--- config.mk ---
export PLATFORM = sky130hd
export DESIGN_NAME = ncvd_ctrl
export DESIGN_NICKNAME = d
export VERILOG_FILES = /design/src/rtl/ncvd_pkg.sv /design/src/rtl/ncvd_ctrl.sv
export SDC_FILE = /design/constraint.sdc
export NUM_CORES = 1
export LEC_CHECK = 0
export ABC_AREA = 1
export BUFFER_PORTS_ARGS = -buffer_cell sky130_fd_sc_hd__buf_2
export CAP_MARGIN = 20
export CORE_AREA = 2 2 39 41
export CTS_BUF_LIST = sky130_fd_sc_hd__clkbuf_8 sky130_fd_sc_hd__clkbuf_16
export CTS_CLUSTER_SIZE = 8
export DETAILED_ROUTE_END_ITERATION = 6
export DIE_AREA = 0 0 41 43
export GPL_ROUTABILITY_DRIVEN = 0
export PLACE_DENSITY_LB_ADDON = 0.3
export REMOVE_ABC_BUFFERS = 1
export SKIP_CTS_REPAIR_TIMING = 1
export SLEW_MARGIN = 0
export SYNTH_ARGS = -nofsm -noshare
export SYNTH_HDL_FRONTEND = slang
export SYNTH_SLANG_ARGS = --single-unit
--- constraint.sdc ---
create_clock -name i_clk -period 1.3 [get_ports i_clk]
set_input_delay 0.065 -clock i_clk [delete_from_list [all_inputs] [get_ports i_clk]]
set_output_delay 0.065 -clock i_clk [all_outputs]
set_load 0.05 [all_outputs]
--- src/rtl/ncvd_pkg.sv ---
// Package for the normalized count-vector distance core.
// Types, constants and command/status structs shared by the datapath, controller and top level.
package ncvd_pkg;

    localparam int unsigned COUNT_BITS_DEF = 16;
    localparam int unsigned FIELD_BITS     = 16;
    localparam int unsigned SUM_BITS       = 64;
    localparam int unsigned DIST_BITS      = 32;

    typedef enum logic [2:0] {
        t_ST_ACC  = 3'd0,
        t_ST_MUL  = 3'd1,
        t_ST_SQRT = 3'd2,
        t_ST_DIV  = 3'd3,
        t_ST_OUT  = 3'd4
    } t_state;

    typedef enum logic {
        t_MODE_L1 = 1'b0,
        t_MODE_L2 = 1'b1
    } t_mode;

    // controller -> datapath
    typedef struct packed {
        logic acc;        // add one pair
        logic clear;      // clear sums after last pair
        logic mul_start;  // start 128-bit product
        logic sqrt_start; // start root
        logic div_start;  // start divide
        logic load_out;   // capture result into output register
    } t_cmd;

    // datapath -> controller
    typedef struct packed {
        logic mul_done;
        logic sqrt_done;
        logic div_done;
        logic div_zero;   // divisor is zero
    } t_status;

endpackage

--- src/rtl/ncvd_ctrl.sv ---
// Controller state machine: sequences accumulate, product and root (L2 only), divide, output.
// Depends on ncvd_pkg.
module ncvd_ctrl (
    input  logic                   i_clk,
    input  logic                   i_rst_n,
    input  logic                   i_valid,
    output logic                   o_stall,
    input  logic                   i_last,
    input  logic                   i_mode,
    input  ncvd_pkg::t_status      i_status,
    output ncvd_pkg::t_cmd         o_cmd,
    output logic                   o_valid,
    input  logic                   i_stall
);
    ncvd_pkg::t_state r_state, n_state;
    ncvd_pkg::t_state r_prev;
    logic             r_ovalid, n_ovalid;

    always_ff @(posedge i_clk) begin
        if (!i_rst_n) begin
            r_state  <= ncvd_pkg::t_ST_ACC;
            r_prev   <= ncvd_pkg::t_ST_ACC;
            r_ovalid <= 1'b0;
        end else begin
            r_state  <= n_state;
            r_prev   <= r_state;
            r_ovalid <= n_ovalid;
        end
    end

    always_comb begin
        n_state  = r_state;
        n_ovalid = r_ovalid && i_stall;
        o_cmd    = '0;
        o_stall  = 1'b1;
        unique case (r_state)
            ncvd_pkg::t_ST_ACC: begin
                o_stall = 1'b0;
                if (i_valid) begin
                    o_cmd.acc = 1'b1;
                    if (i_last) begin
                        if (i_mode == ncvd_pkg::t_MODE_L2) begin
                            n_state = ncvd_pkg::t_ST_MUL;
                        end else begin
                            n_state = ncvd_pkg::t_ST_DIV;
                        end
                    end
                end
            end
            ncvd_pkg::t_ST_MUL: begin
                // one-shot start on entry (sums now final)
                o_cmd.mul_start = (r_prev != ncvd_pkg::t_ST_MUL);
                if (i_status.mul_done) begin
                    n_state = ncvd_pkg::t_ST_SQRT;
                    o_cmd.sqrt_start = 1'b1;
                end
            end
            ncvd_pkg::t_ST_SQRT: begin
                if (i_status.sqrt_done) n_state = ncvd_pkg::t_ST_DIV;
            end
            ncvd_pkg::t_ST_DIV: begin
                o_cmd.div_start = (r_prev != ncvd_pkg::t_ST_DIV);
                if (i_status.div_done) n_state = ncvd_pkg::t_ST_OUT;
            end
            ncvd_pkg::t_ST_OUT: begin
                if (!r_ovalid || !i_stall) begin
                    o_cmd.load_out = 1'b1;
                    o_cmd.clear    = 1'b1;
                    n_ovalid       = 1'b1;
                    n_state        = ncvd_pkg::t_ST_ACC;
                end
            end
            default: n_state = ncvd_pkg::t_ST_ACC;
        endcase
    end

    assign o_valid = r_ovalid;
endmodule

After elaboration in Yosys (flattened, before gate mapping)
Index checks and enable logic that the tools add are counted.
Widths: inputs -> output; s select.

operators by class
  eq/ne operators = 12
  mux-type cells = 18
  reduce and logical (&&, ||, !) cells = 6

operators by type and width
  operator            count
  $mux 3              6
  $pmux 3 s5          1
  $ne 2x2->1 const B  6
  $mux 1              9
  $eq 3x2->1 const B  2
  $reduce_and 6->1    1
  $mux 2              2
  $eq 3x1->1 const B  1
  $eq 3x3->1 const B  1
  $logic_not 3->1     1
  $ne 3x1->1 const B  1
  $ne 3x2->1 const B  1
  $logic_not 1->1     2
  $logic_and 1x1->1   1
  $logic_or 1x1->1    1

word-level totals
  logic and storage cells = 39
  register bits after elaboration = 7

Depth between registers and ports, before layout
Gate-level depths: netlist of run 1.

  word-level depth = 4
  depth in mapped cells = 8

Worst setup path after synthesis of run 1
Ideal clock, no wire load.

  kind = flip-flop to output port
  start point = register r_ovalid, in the netlist o_valid
  end point = output port o_cmd[4] (netlist name)
  buffers on the path = 1
  slack = -447 ps
  data arrival time = 1682 ps
  required time = 1235 ps
  stages on the path, launching flop included = 5
  cell sequence = dfxtp_1 -> nand2_1 -> inv_1 -> nor2_1 -> buf_4

RTL lines
  item                    RTL line         source
  from (decl)             ncvd_ctrl.sv:17  logic r_ovalid, n_ovalid;
  from (signal assigned)  ncvd_ctrl.sv:27  r_ovalid <= n_ovalid;
  to (decl)               ncvd_ctrl.sv:11  output ncvd_pkg::t_cmd o_cmd,

==> key figures, run 1 <==
Run status
  – Status: completed

Clocking
  – CTS tree: done
  – CTS Sinks: 7
  – Num CTS Buffers: 3
  – Clock slew at reported path FFs: 0.04 ns
  – Clock latency on the worst-skew pair: ~0.22 ns
  – Bufs on Longest Clock Path: 2
  – H-Tree Depth: 1
  – Clock root cell: clkbuf_8

Routing
  – Residual DRC: 0
  – DRT Wirelength: approximately 850 um
  – Routed met3 length: 58 um
  – First-pass DRT Iterations: 3
  – Highest metal used: met4
  – Met2 WL: 386 um
  – M1 WL: 365 um
  – Via count: between 400 and 500
  – Routed WL per cell: between 8 and 9 um
  – Drt initial violations: 5
  – Vias per std cell: 4.45
  – Final ANT Viol Nets: 0

Setup path
  – Worst Path Required: roughly 1.2 ns
  – WP buf/inv: 2
  – CP delay by family, top: flip-flops
  – Worst reg2reg setup slack: ~0.23 ns
  – CP cell instances: inv_1, nor2_2, nand2_1, a31oi_1, buf_4
  – Critical Path Start Type: flip-flop
  – Crit end category: output pin
  – Max stage delay cell, worst path: dfxtp_4
  – Crit path DAT: ~1.2 ns
  – Peak per-stage delay on the critical path: between 0.3 and 0.4 ns
  – Setup CP Type: flip-flop to output pin
  – CP max FO: 5

Timing
  – RSZ-0062 raised after global routing: true
  – Worst slew pin tran: ~0.25 ns
  – Max Fclk: 0.815 GHz
  – Tmin final: between 1 and 1.5 ns
  – Worst Skew: about 0.00035 ns
  – Final hold slack: roughly 0.12 ns
  – Fin. Hold Viols: 0
  – Crit share post-route: 94.4%
  – Final Max Tran Viols: 0
  – Setup violations, final: 0
  – Slew margin rel.: a little over four fifths

Finish
  – Layout cells sized above 1: 37.0%
  – ANT cells: 0
  – Final nets: between 90 and 100
  – Area delta synth->final: 48.5%

GRT
  – Number of global-route vias before repair: roughly 380
  – Largest net degree at the start of global routing: 8
  – Initial antenna violation count: 0
  – First-pass GRT wire length: between 1 and 1.5 mm
  – Grt total ovfl: 0
  – GR Util All Layers: between 10% and 20%

Worst hold path
  – Class of the tightest hold or removal check: input port to flip-flop

Yosys
  – Post-synth ARST share: 0%
  – Unique masters post-synth: 14
  – EDFF count, synth: 0
  – Register area share after synthesis: between 30% and 40%
  – Synth Register Bits: 7
  – Synthesized area per cell: roughly 6.4 um2
  – Synth top area share: a little over a third
  – Top_reg_cell synth: dfxtp_1
  – Largest area contributor in the netlist: dfxtp_1
  – Top cells by count, synth: inv_1 (14), nand2_1 (14), nor2_1 (8), dfxtp_1 (7), nand3_1 (6)
  – Yosys warns: 0
  – Synth area leaders: dfxtp_1 (36%), inv_1 (14%), nand2_1 (14%), nand3_1 (7.8%), nor2_1 (7.8%)
  – Mapped Area: 384 um2
  – Post-Syn Instances: 60

Floorplan
  – Die W: between 40 and 50 um
  – Die ar.: 1760 um2
  – Rows: 14
  – # IOs: 18
  – Die Ht: 43 um
  – Core Box Area: between 1000 and 1500 um2
  – Initial Utilization: between 20% and 30%

Power
  – Pint: between 800 and 900 uW
  – PwrDens: around 2900 nW/um2
  – P_sw: around 840 uW
  – Sequential share of power: about 22%
  – Switching Fraction: roughly half
  – Clock share of power: between 10% and 20%
  – Pwr Total: around 1700 uW
  – Leak Pwr: 0.000330 uW
  – Combinational group share of total power: between 60 and 70%
  – Max VDD drop: roughly 840 uV

Placed design
  – DPL Wire Length: about 670 um
  – IO Port Bufs: 16

Job
  – Max_cap viols: 0
-- metal layers --
| metal | vias to the layer above | track usage (%) |
|---|---|---|
| li1 | 227 | - |
| met1 | 186 | 12.7 |
| met2 | 15 | 17.2 |
| met3 | 4 | 3.14 |
| met4 | 0 | 16.0 |
| met5 | - | 0 |
-- cells by family (layout without fill, tap and decap cells) --
kind of cell | after synthesis | in the layout | synth area share (%)
AND/OR/NAND/NOR | 32 | 32 | 36.5
buffers and inverters | 15 | 36 | 15.6
flip-flops | 7 | 7 | 36.5
AO/OA/AOI/OAI | 6 | 6 | 11.4
-- placed cells by master, fill, tap and decap left out, types with 2 or more instances in the layout --
cell type,instances
inv_1,15
clkbuf_4,2
nor2_2,4
dfxtp_2,2
buf_4,4
nor2_1,6
clkbuf_8,3
nand3_1,6
buf_2,10
buf_6,2
a31oi_1,2
dfxtp_1,4
nand2_1,14
-- worst register-to-register path, stage by stage (launching register included) --
cell and delay (ns):
dfxtp_2 0.33, inv_1 0.07, nand3_1 0.13, o21ai_2 0.23, nor2_2 0.07, nand2_1 0.06, nand2_1 0.05, nor2_1 0.07
-- flip-flops by register name (all words and copies together), names as in the netlist --
signal / cells
r_state: 3
o_valid: 1
r_prev: 3
-- area by class of cell --
cell class	instances	area [um2]
fill	149	813
multi-input combinational	38	189
sequential	7	146
timing repair buffer	18	118
inverter	14	52.6
clock buffer	3	41.3
tap	16	20.0
clock inverter	1	3.75
-- power by group through the flow --
stage | clock network (uW) | registers, uW | logic (uW)
floorplan | 0 | 371 | 705
global placement | 0 | 355 | 913
detailed placement | 0 | 357 | 923
CTS | 299 | 353 | 925
global route | 312 | 377 | 1110
finish | 289 | 367 | 1010
-- path summary, 6_finish.rpt --
| path | endpoint | depth (start not counted) | from |
|---|---|---|---|
| worst max register to register | r_state[2] | 7 | r_state[2] |
| worst min-delay path | r_state[0] | 3 | i_rst_n |
| worst max-delay path | o_cmd[3] | 5 | r_state[0] |
| worst min register to register | r_prev[1] | 2 | r_state[1] |
-- per-stage QoR --
| stage | instances | setup WS (ns) | setup TNS, ns | utilization, % | cell area [um2] |
|---|---|---|---|---|---|
| CTS | 96 | -0.116 | -0.234 | 38.2 | 529 |
| floorplan | 59 | -0.685 | -2.13 | - | 377 |
| global placement | 92 | 0.142 | 0 | 35.0 | 484 |
| finish | 97 | 0.0734 | 0 | 41.2 | 571 |
| detailed placement | 92 | 0.134 | 0 | 35.0 | 484 |
| global route | 97 | -0.0391 | -0.0617 | 41.2 | 571 |
(Power assumes the default switching activity.)
==> inputs of run 2 (changes only) <==
==> constraint.sdc (replaced) <==
create_clock -name i_clk -period 1.5 [get_ports i_clk]
set_input_delay 0 -clock i_clk [delete_from_list [all_inputs] [get_ports i_clk]]
set_output_delay 0 -clock i_clk [all_outputs]
set_load 0.05 [all_outputs]
==> run 2 against run 1 <==
  * Critical path depth stayed put
  * Die area stayed put
  * Total power is 20% lower
  * Register-to-register slack better by 0.12 ns
  * Worst hold slack worse by 0.063 ns
  * Setup slack better by 0.098 ns
  * Design area is 8.6% lower
  * Critical path type unchanged
==> key figures, run 2 (same netlist as run 1, synthesis figures left out) <==
Timing
  – Fin. Hold Viols: 0 (unchanged)
  – RSZ-0062 raised after global routing: false
  – Slew margin rel.: 83.2% (-0.39 points)
  – Final setup TNS: 0 ns (unchanged)
  – Worst Skew: 0.000225 ns (-0.000122 ns)
  – Setup violations, final: 0 (unchanged)
  – Final Max Tran Viols: 0 (unchanged)
  – Final hold slack: 0.0540 ns (-0.0631 ns)
  – Worst slew pin tran: 0.252 ns (+0.00373 ns)
  – Crit share post-route: roughly 89%
  – Tmin final: between 1 and 1.5 ns
  – Max Fclk: 0.753 GHz

Job
  – Max_cap viols: 0 (unchanged)

Power
  – Combinational group share of total power: 57.3% (-3.3 points)
  – Leak Pwr: 0.000317 uW (-3.8%)
  – Pint: 624 uW (-24%)
  – P_sw: 701 uW (-17%)
  – Max VDD drop: 878 uV (+5.0%)
  – Clock share of power: 18.9% (+1.5 points)
  – Sequential share of power: 23.8% (+1.8 points)
  – Switching Fraction: 52.9% (+2.3 points)
  – PwrDens: 2540 nW/um2 (-13%)

Finish
  – Area delta synth->final: 35.8%
  – ANT cells: 0 (unchanged)
  – Most frequent cells in the layout: buf_2 (16), inv_1 (15), nand2_1 (14), nor2_1 (8), dfxtp_1 (7)
  – Most common cell after layout, fill and taps aside: buf_2
  – Design area: 522 um2 (-8.6%)
  – Fin cells: 95 (-2.1%)
  – Final nets: 90 (-2.2%)
  – Layout cells sized above 1: 29.1% (-7.9 points)

GRT
  – GR Util All Layers: 10.4% (-2.1 points)
  – Largest net degree at the start of global routing: 8 (unchanged)
  – Number of global-route vias before repair: 330 (-14%)
  – First-pass GRT wire length: 1.19 mm (-14%)
  – Grt total ovfl: 0 (unchanged)
  – Initial antenna violation count: 0 (unchanged)

Floorplan
  – Core Box Area: 1380 um2 (unchanged)
  – # IOs: 18 (unchanged)
  – Rows: 14 (unchanged)
  – Die W: 41 um (unchanged)
  – Initial Utilization: 27.8% (unchanged)
  – Die ar.: 1760 um2 (unchanged)
  – Die Ht: 43 um (unchanged)

Setup path
  – Crit path depth: 5 (unchanged)
  – Crit end category: output pin
  – FF-to-FF Start: r_state[2]
  – Max stage delay cell, worst path: dfxtp_1
  – Critical path origin: r_state[0]
  – Worst reg2reg setup slack: 0.35 ns (+0.12 ns)
  – Crit path DAT: 1.33 ns (+0.17 ns)
  – CP delay by family, top: flip-flops
  – WP buf/inv: 2 (unchanged)
  – CP cell instances: inv_1, nor2_1, nand2_1, a31oi_1, buf_2
  – Setup CP Type: flip-flop to output pin
  – Critical Path Start Type: flip-flop
  – Peak per-stage delay on the critical path: 0.42 ns (+0.06 ns)
  – Worst r2r dst: r_state[2]
  – CP max FO: 6 (+1)
  – R2R depth: 7 (unchanged)
  – Worst Path Required: 1.50 ns (+0.26 ns)

Routing
  – Routed WL per cell: 7.78 um (-11%)
  – Via count: 399 (-7.6%)
  – Residual DRC: 0 (unchanged)
  – DRT Wirelength: 739 um (-13%)
  – First-pass DRT Iterations: 4 (+1)
  – Vias per std cell: 4.20 (-5.7%)
  – Final ANT Viol Nets: 0 (unchanged)
  – Drt initial violations: 3 (-2)

Clocking
  – CTS tree: done
  – Clock root cell: clkbuf_8
  – Num CTS Buffers: 3 (unchanged)
  – H-Tree Depth: 1 (unchanged)
  – Clock latency on the worst-skew pair: 0.22 ns (about the same)
  – CTS Sinks: 7 (unchanged)
  – Clock slew at reported path FFs: 0.04 ns (about the same)
  – Bufs on Longest Clock Path: 2 (unchanged)

Worst hold path
  – Worst Hold Depth: 3 (unchanged)
  – Class of the tightest hold or removal check: input port to flip-flop
  – Hold Path End: o_valid
  – Hold_sp: i_stall

Placed design
  – Placed insts: 91 (-1.1%)
  – DPL Wire Length: 615 um (-7.7%)
  – Post-DP Area: 477 um2 (-1.6%)
  – IO Port Bufs: 16 (unchanged)

Run status
  – Status: completed
[run 2: routing by layer]
| metal | vias up | GRT usage (%) | share of wire, % | wire, um |
|---|---|---|---|---|
| li1 | 225 | - | - | - |
| met1 | 165 | 11.4 | 47 | 347 |
| met2 | 9 | 14.7 | 48 | 358 |
| met3 | 0 | 1.57 | 4.5 | 33 |
| met4 | 0 | 12.0 | 0 | 0 |
| met5 | - | 0 | 0 | 0 |
[run 2: worst register-to-register path, cell delays in order (launching register included)]
cell,delay [ns]
dfxtp_1,0.45
inv_1,0.09
nand3_1,0.14
o21ai_2,0.10
nor2_2,0.13
nand2_1,0.06
nand2_1,0.05
nor2_1,0.03
[run 2: how the worst max path moves through the flow]
stage | end | slack [ns]
3_5_place_dp | r_state[2] | 0.35
4_1_cts | o_cmd[3] | 0.13
2_1_floorplan | o_cmd[0] | -0.42
5_1_grt | o_cmd[3] | 0.03
3_3_place_gp | r_state[2] | 0.36
6_report | o_cmd[3] | 0.17
[run 2: final cells by class]
| type | instances | area, um2 |
|---|---|---|
| clock inverters | 1 | 3.75 |
| well taps | 16 | 20.0 |
| inverters | 14 | 52.6 |
| flip-flops and latches | 7 | 140 |
| clock buffers | 3 | 41.3 |
| repair buffers | 16 | 80.1 |
| fillers | 161 | 862 |
| multi-input cells | 38 | 184 |
[run 2: power groups by stage]
| stage | clock, uW | sequential, uW | combinational (uW) |
|---|---|---|---|
| 5_1_grt | 270 | 325 | 839 |
| 6_report | 250 | 315 | 760 |
| 4_1_cts | 261 | 316 | 768 |
| 3_3_place_gp | 0 | 318 | 761 |
| 2_1_floorplan | 0 | 322 | 611 |
| 3_5_place_dp | 0 | 319 | 767 |
[run 2: stage by stage]
step / utilization (%) / worst slack [ns] / power (uW)
finish: 37.7 / 0.171 / 1320
detailed placement: 34.4 / 0.355 / 1090
global placement: 34.4 / 0.359 / 1080
global route: 37.7 / 0.0295 / 1430
CTS: 37.7 / 0.135 / 1340
floorplan: - / -0.420 / 933
==> inputs of run 3 (changes only) <==
==> constraint.sdc (replaced) <==
create_clock -name i_clk -period 1.5 [get_ports i_clk]
set_input_delay 0 -clock i_clk [delete_from_list [all_inputs] [get_ports i_clk]]
set_output_delay 0 -clock i_clk [all_outputs]
set_load 0.01 [all_outputs]
==> run 3 against run 2 <==
  * Worst hold slack better by 0.0012 ns
  * Total power down 20%
  * Critical path depth unchanged
  * Routed wire length up 6.8%
  * Clock-buffer cell count unchanged
  * Die area unchanged
  * Non-clock buffer count unchanged
  * Critical endpoint unchanged
==> key figures, run 3 (same netlist as run 1, synthesis figures left out) <==
Routing
  – Final ANT Viol Nets: 0 (unchanged)
  – First-pass DRT Iterations: 4 (unchanged)
  – Via count: 409 (+2.5%)
  – DRT Wirelength: 789 um (+6.8%)
  – Vias per std cell: 4.31 (+2.5%)
  – Residual DRC: 0 (unchanged)
  – Routed WL per cell: 8.31 um (+6.8%)
  – Drt initial violations: 7 (+4)

Setup path
  – Peak per-stage delay on the critical path: 0.42 ns (about the same)
  – Critical Path Start Type: flip-flop
  – CP max FO: 6 (unchanged)
  – WP buf/inv: 2 (unchanged)
  – CP delay by family, top: flip-flops
  – Worst Path Required: 1.50 ns (about the same)
  – Crit path DAT: 1.20 ns (-0.13 ns)
  – Crit end category: output pin
  – CP cell instances: inv_1, nor2_1, nand2_1, a31oi_1, buf_2
  – Max stage delay cell, worst path: dfxtp_1
  – Crit path depth: 5 (unchanged)
  – Setup CP Type: flip-flop to output pin
  – R2R depth: 7 (unchanged)

Clocking
  – CTS tree: done
  – Num CTS Buffers: 3 (unchanged)
  – Clock latency on the worst-skew pair: 0.22 ns (about the same)
  – Bufs on Longest Clock Path: 2 (unchanged)
  – CTS Sinks: 7 (unchanged)
  – H-Tree Depth: 1 (unchanged)
  – Clock slew at reported path FFs: 0.04 ns (about the same)
  – Clock root cell: clkbuf_8

Job
  – Max_cap viols: 0 (unchanged)

Power
  – Leak Pwr: 0.000317 uW (unchanged)
  – Pint: 622 uW (-0.22%)
  – Combinational group share of total power: 46.6% (-11 points)
  – Sequential share of power: 29.7% (+5.9 points)
  – Pwr Total: 1070 uW (-20%)
  – Max VDD drop: 790 uV (-10%)
  – Switching Fraction: 41.6% (-11 points)
  – Clock share of power: 23.7% (+4.8 points)
  – P_sw: 443 uW (-37%)
  – PwrDens: 2040 nW/um2 (-20%)

GRT
  – GR Util All Layers: 12.0% (+1.6 points)
  – Number of global-route vias before repair: 357 (+8.2%)
  – Largest net degree at the start of global routing: 8 (unchanged)
  – Initial antenna violation count: 0 (unchanged)
  – First-pass GRT wire length: 1.35 mm (+13%)
  – Grt total ovfl: 0 (unchanged)

Finish
  – Final nets: 90 (unchanged)
  – Most common cell after layout, fill and taps aside: buf_2
  – Layout cells sized above 1: 29.1% (unchanged)
  – Most frequent cells in the layout: buf_2 (16), inv_1 (15), nand2_1 (14), nor2_1 (8), dfxtp_1 (7)
  – Area delta synth->final: 35.8% (unchanged)
  – Design area: 522 um2 (unchanged)
  – Fill cell count: 164 (+1.9%)
  – ANT cells: 0 (unchanged)

Timing
  – Fin. Hold Viols: 0 (unchanged)
  – Worst slew pin tran: 0.262 ns (+0.00944 ns)
  – Setup ws final: 0.299 ns (+0.128 ns)
  – Final setup TNS: 0 ns (unchanged)
  – Max Fclk: 0.833 GHz (+11%)
  – RSZ-0062 raised after global routing: false
  – Slew margin rel.: 82.5% (-0.63 points)
  – Setup violations, final: 0 (unchanged)
  – Tmin final: 1.20 ns (-0.128 ns)
  – Final Max Tran Viols: 0 (unchanged)
  – Worst Skew: 0.000638 ns (+0.000413 ns)
  – Final hold slack: 0.0551 ns (+0.00117 ns)
  – Crit share post-route: 80.1% (-8.5 points)

Placed design
  – Pre-CTS setup slack: 0.339 ns (-0.0155 ns)
  – DPL Wire Length: 630 um (+2.4%)
  – Post-DP Area: 477 um2 (unchanged)
  – IO Port Bufs: 16 (unchanged)

Floorplan
  – # IOs: 18 (unchanged)
  – Die W: 41 um (unchanged)
  – Core Box Area: 1380 um2 (unchanged)
  – Rows: 14 (unchanged)
  – Die ar.: 1760 um2 (unchanged)
  – Die Ht: 43 um (unchanged)
  – Initial Utilization: 27.8% (unchanged)

Worst hold path
  – Worst Hold Depth: 3 (unchanged)
  – Class of the tightest hold or removal check: input port to flip-flop

Run status
  – Status: completed
==> run 3: cell counts in the layout (fill, tap and decap cells not counted) <==
No cell type changed its count.
==> run 3: routing by layer <==
metal | part of all wire [%] | GRT usage (%) | wire, um
met3 | 6.5 | 3.14 | 51
met5 | 0 | 0 | 0
met1 | 47 | 13.9 | 370
met4 | 2.4 | 14.0 | 19
met2 | 44 | 15.3 | 347
==> run 3: area by class of cell <==
cell class	count	area, um2	area share, %
Tap cell	16	20.0	3.84
Sequential cell	7	140	26.9
Inverter	14	52.6	10.1
Multi-Input combinational cell	38	184	35.3
Clock inverter	1	3.75	0.719
Clock buffer	3	41.3	7.91
Timing Repair Buffer	16	80.1	15.3
==> run 3: metrics by stage <==
stage,cells,util (%)
floorplan,59,-
global placement,91,34.4
detailed placement,91,34.4
CTS,95,37.7
global route,95,37.7
finish,95,37.7
==> run 3: worst register-to-register path: stages, from the launching register on <==
cell	delay (ns)
dfxtp_1	0.46
inv_1	0.09
nand3_1	0.14
o21ai_2	0.10
nor2_2	0.13
nand2_1	0.06
nand2_1	0.05
nor2_1	0.04
==> run 3: path summary, 6_finish.rpt <==
path                            startpoint          to  slack, ns
worst max-delay path            r_state[0]    o_cmd[3]       0.30
worst min-delay path               i_stall     o_valid       0.06
worst max register to register  r_state[2]  r_state[2]       0.33
worst min register to register  r_state[1]   r_prev[1]       0.48
==> run 3: power groups by stage <==
stage / logic [uW] / clock network [uW] / registers, uW
global route: 589 / 273 / 331
global placement: 496 / 0 / 318
finish: 497 / 252 / 317
floorplan: 364 / 0 / 306
CTS: 504 / 263 / 317
detailed placement: 503 / 0 / 321
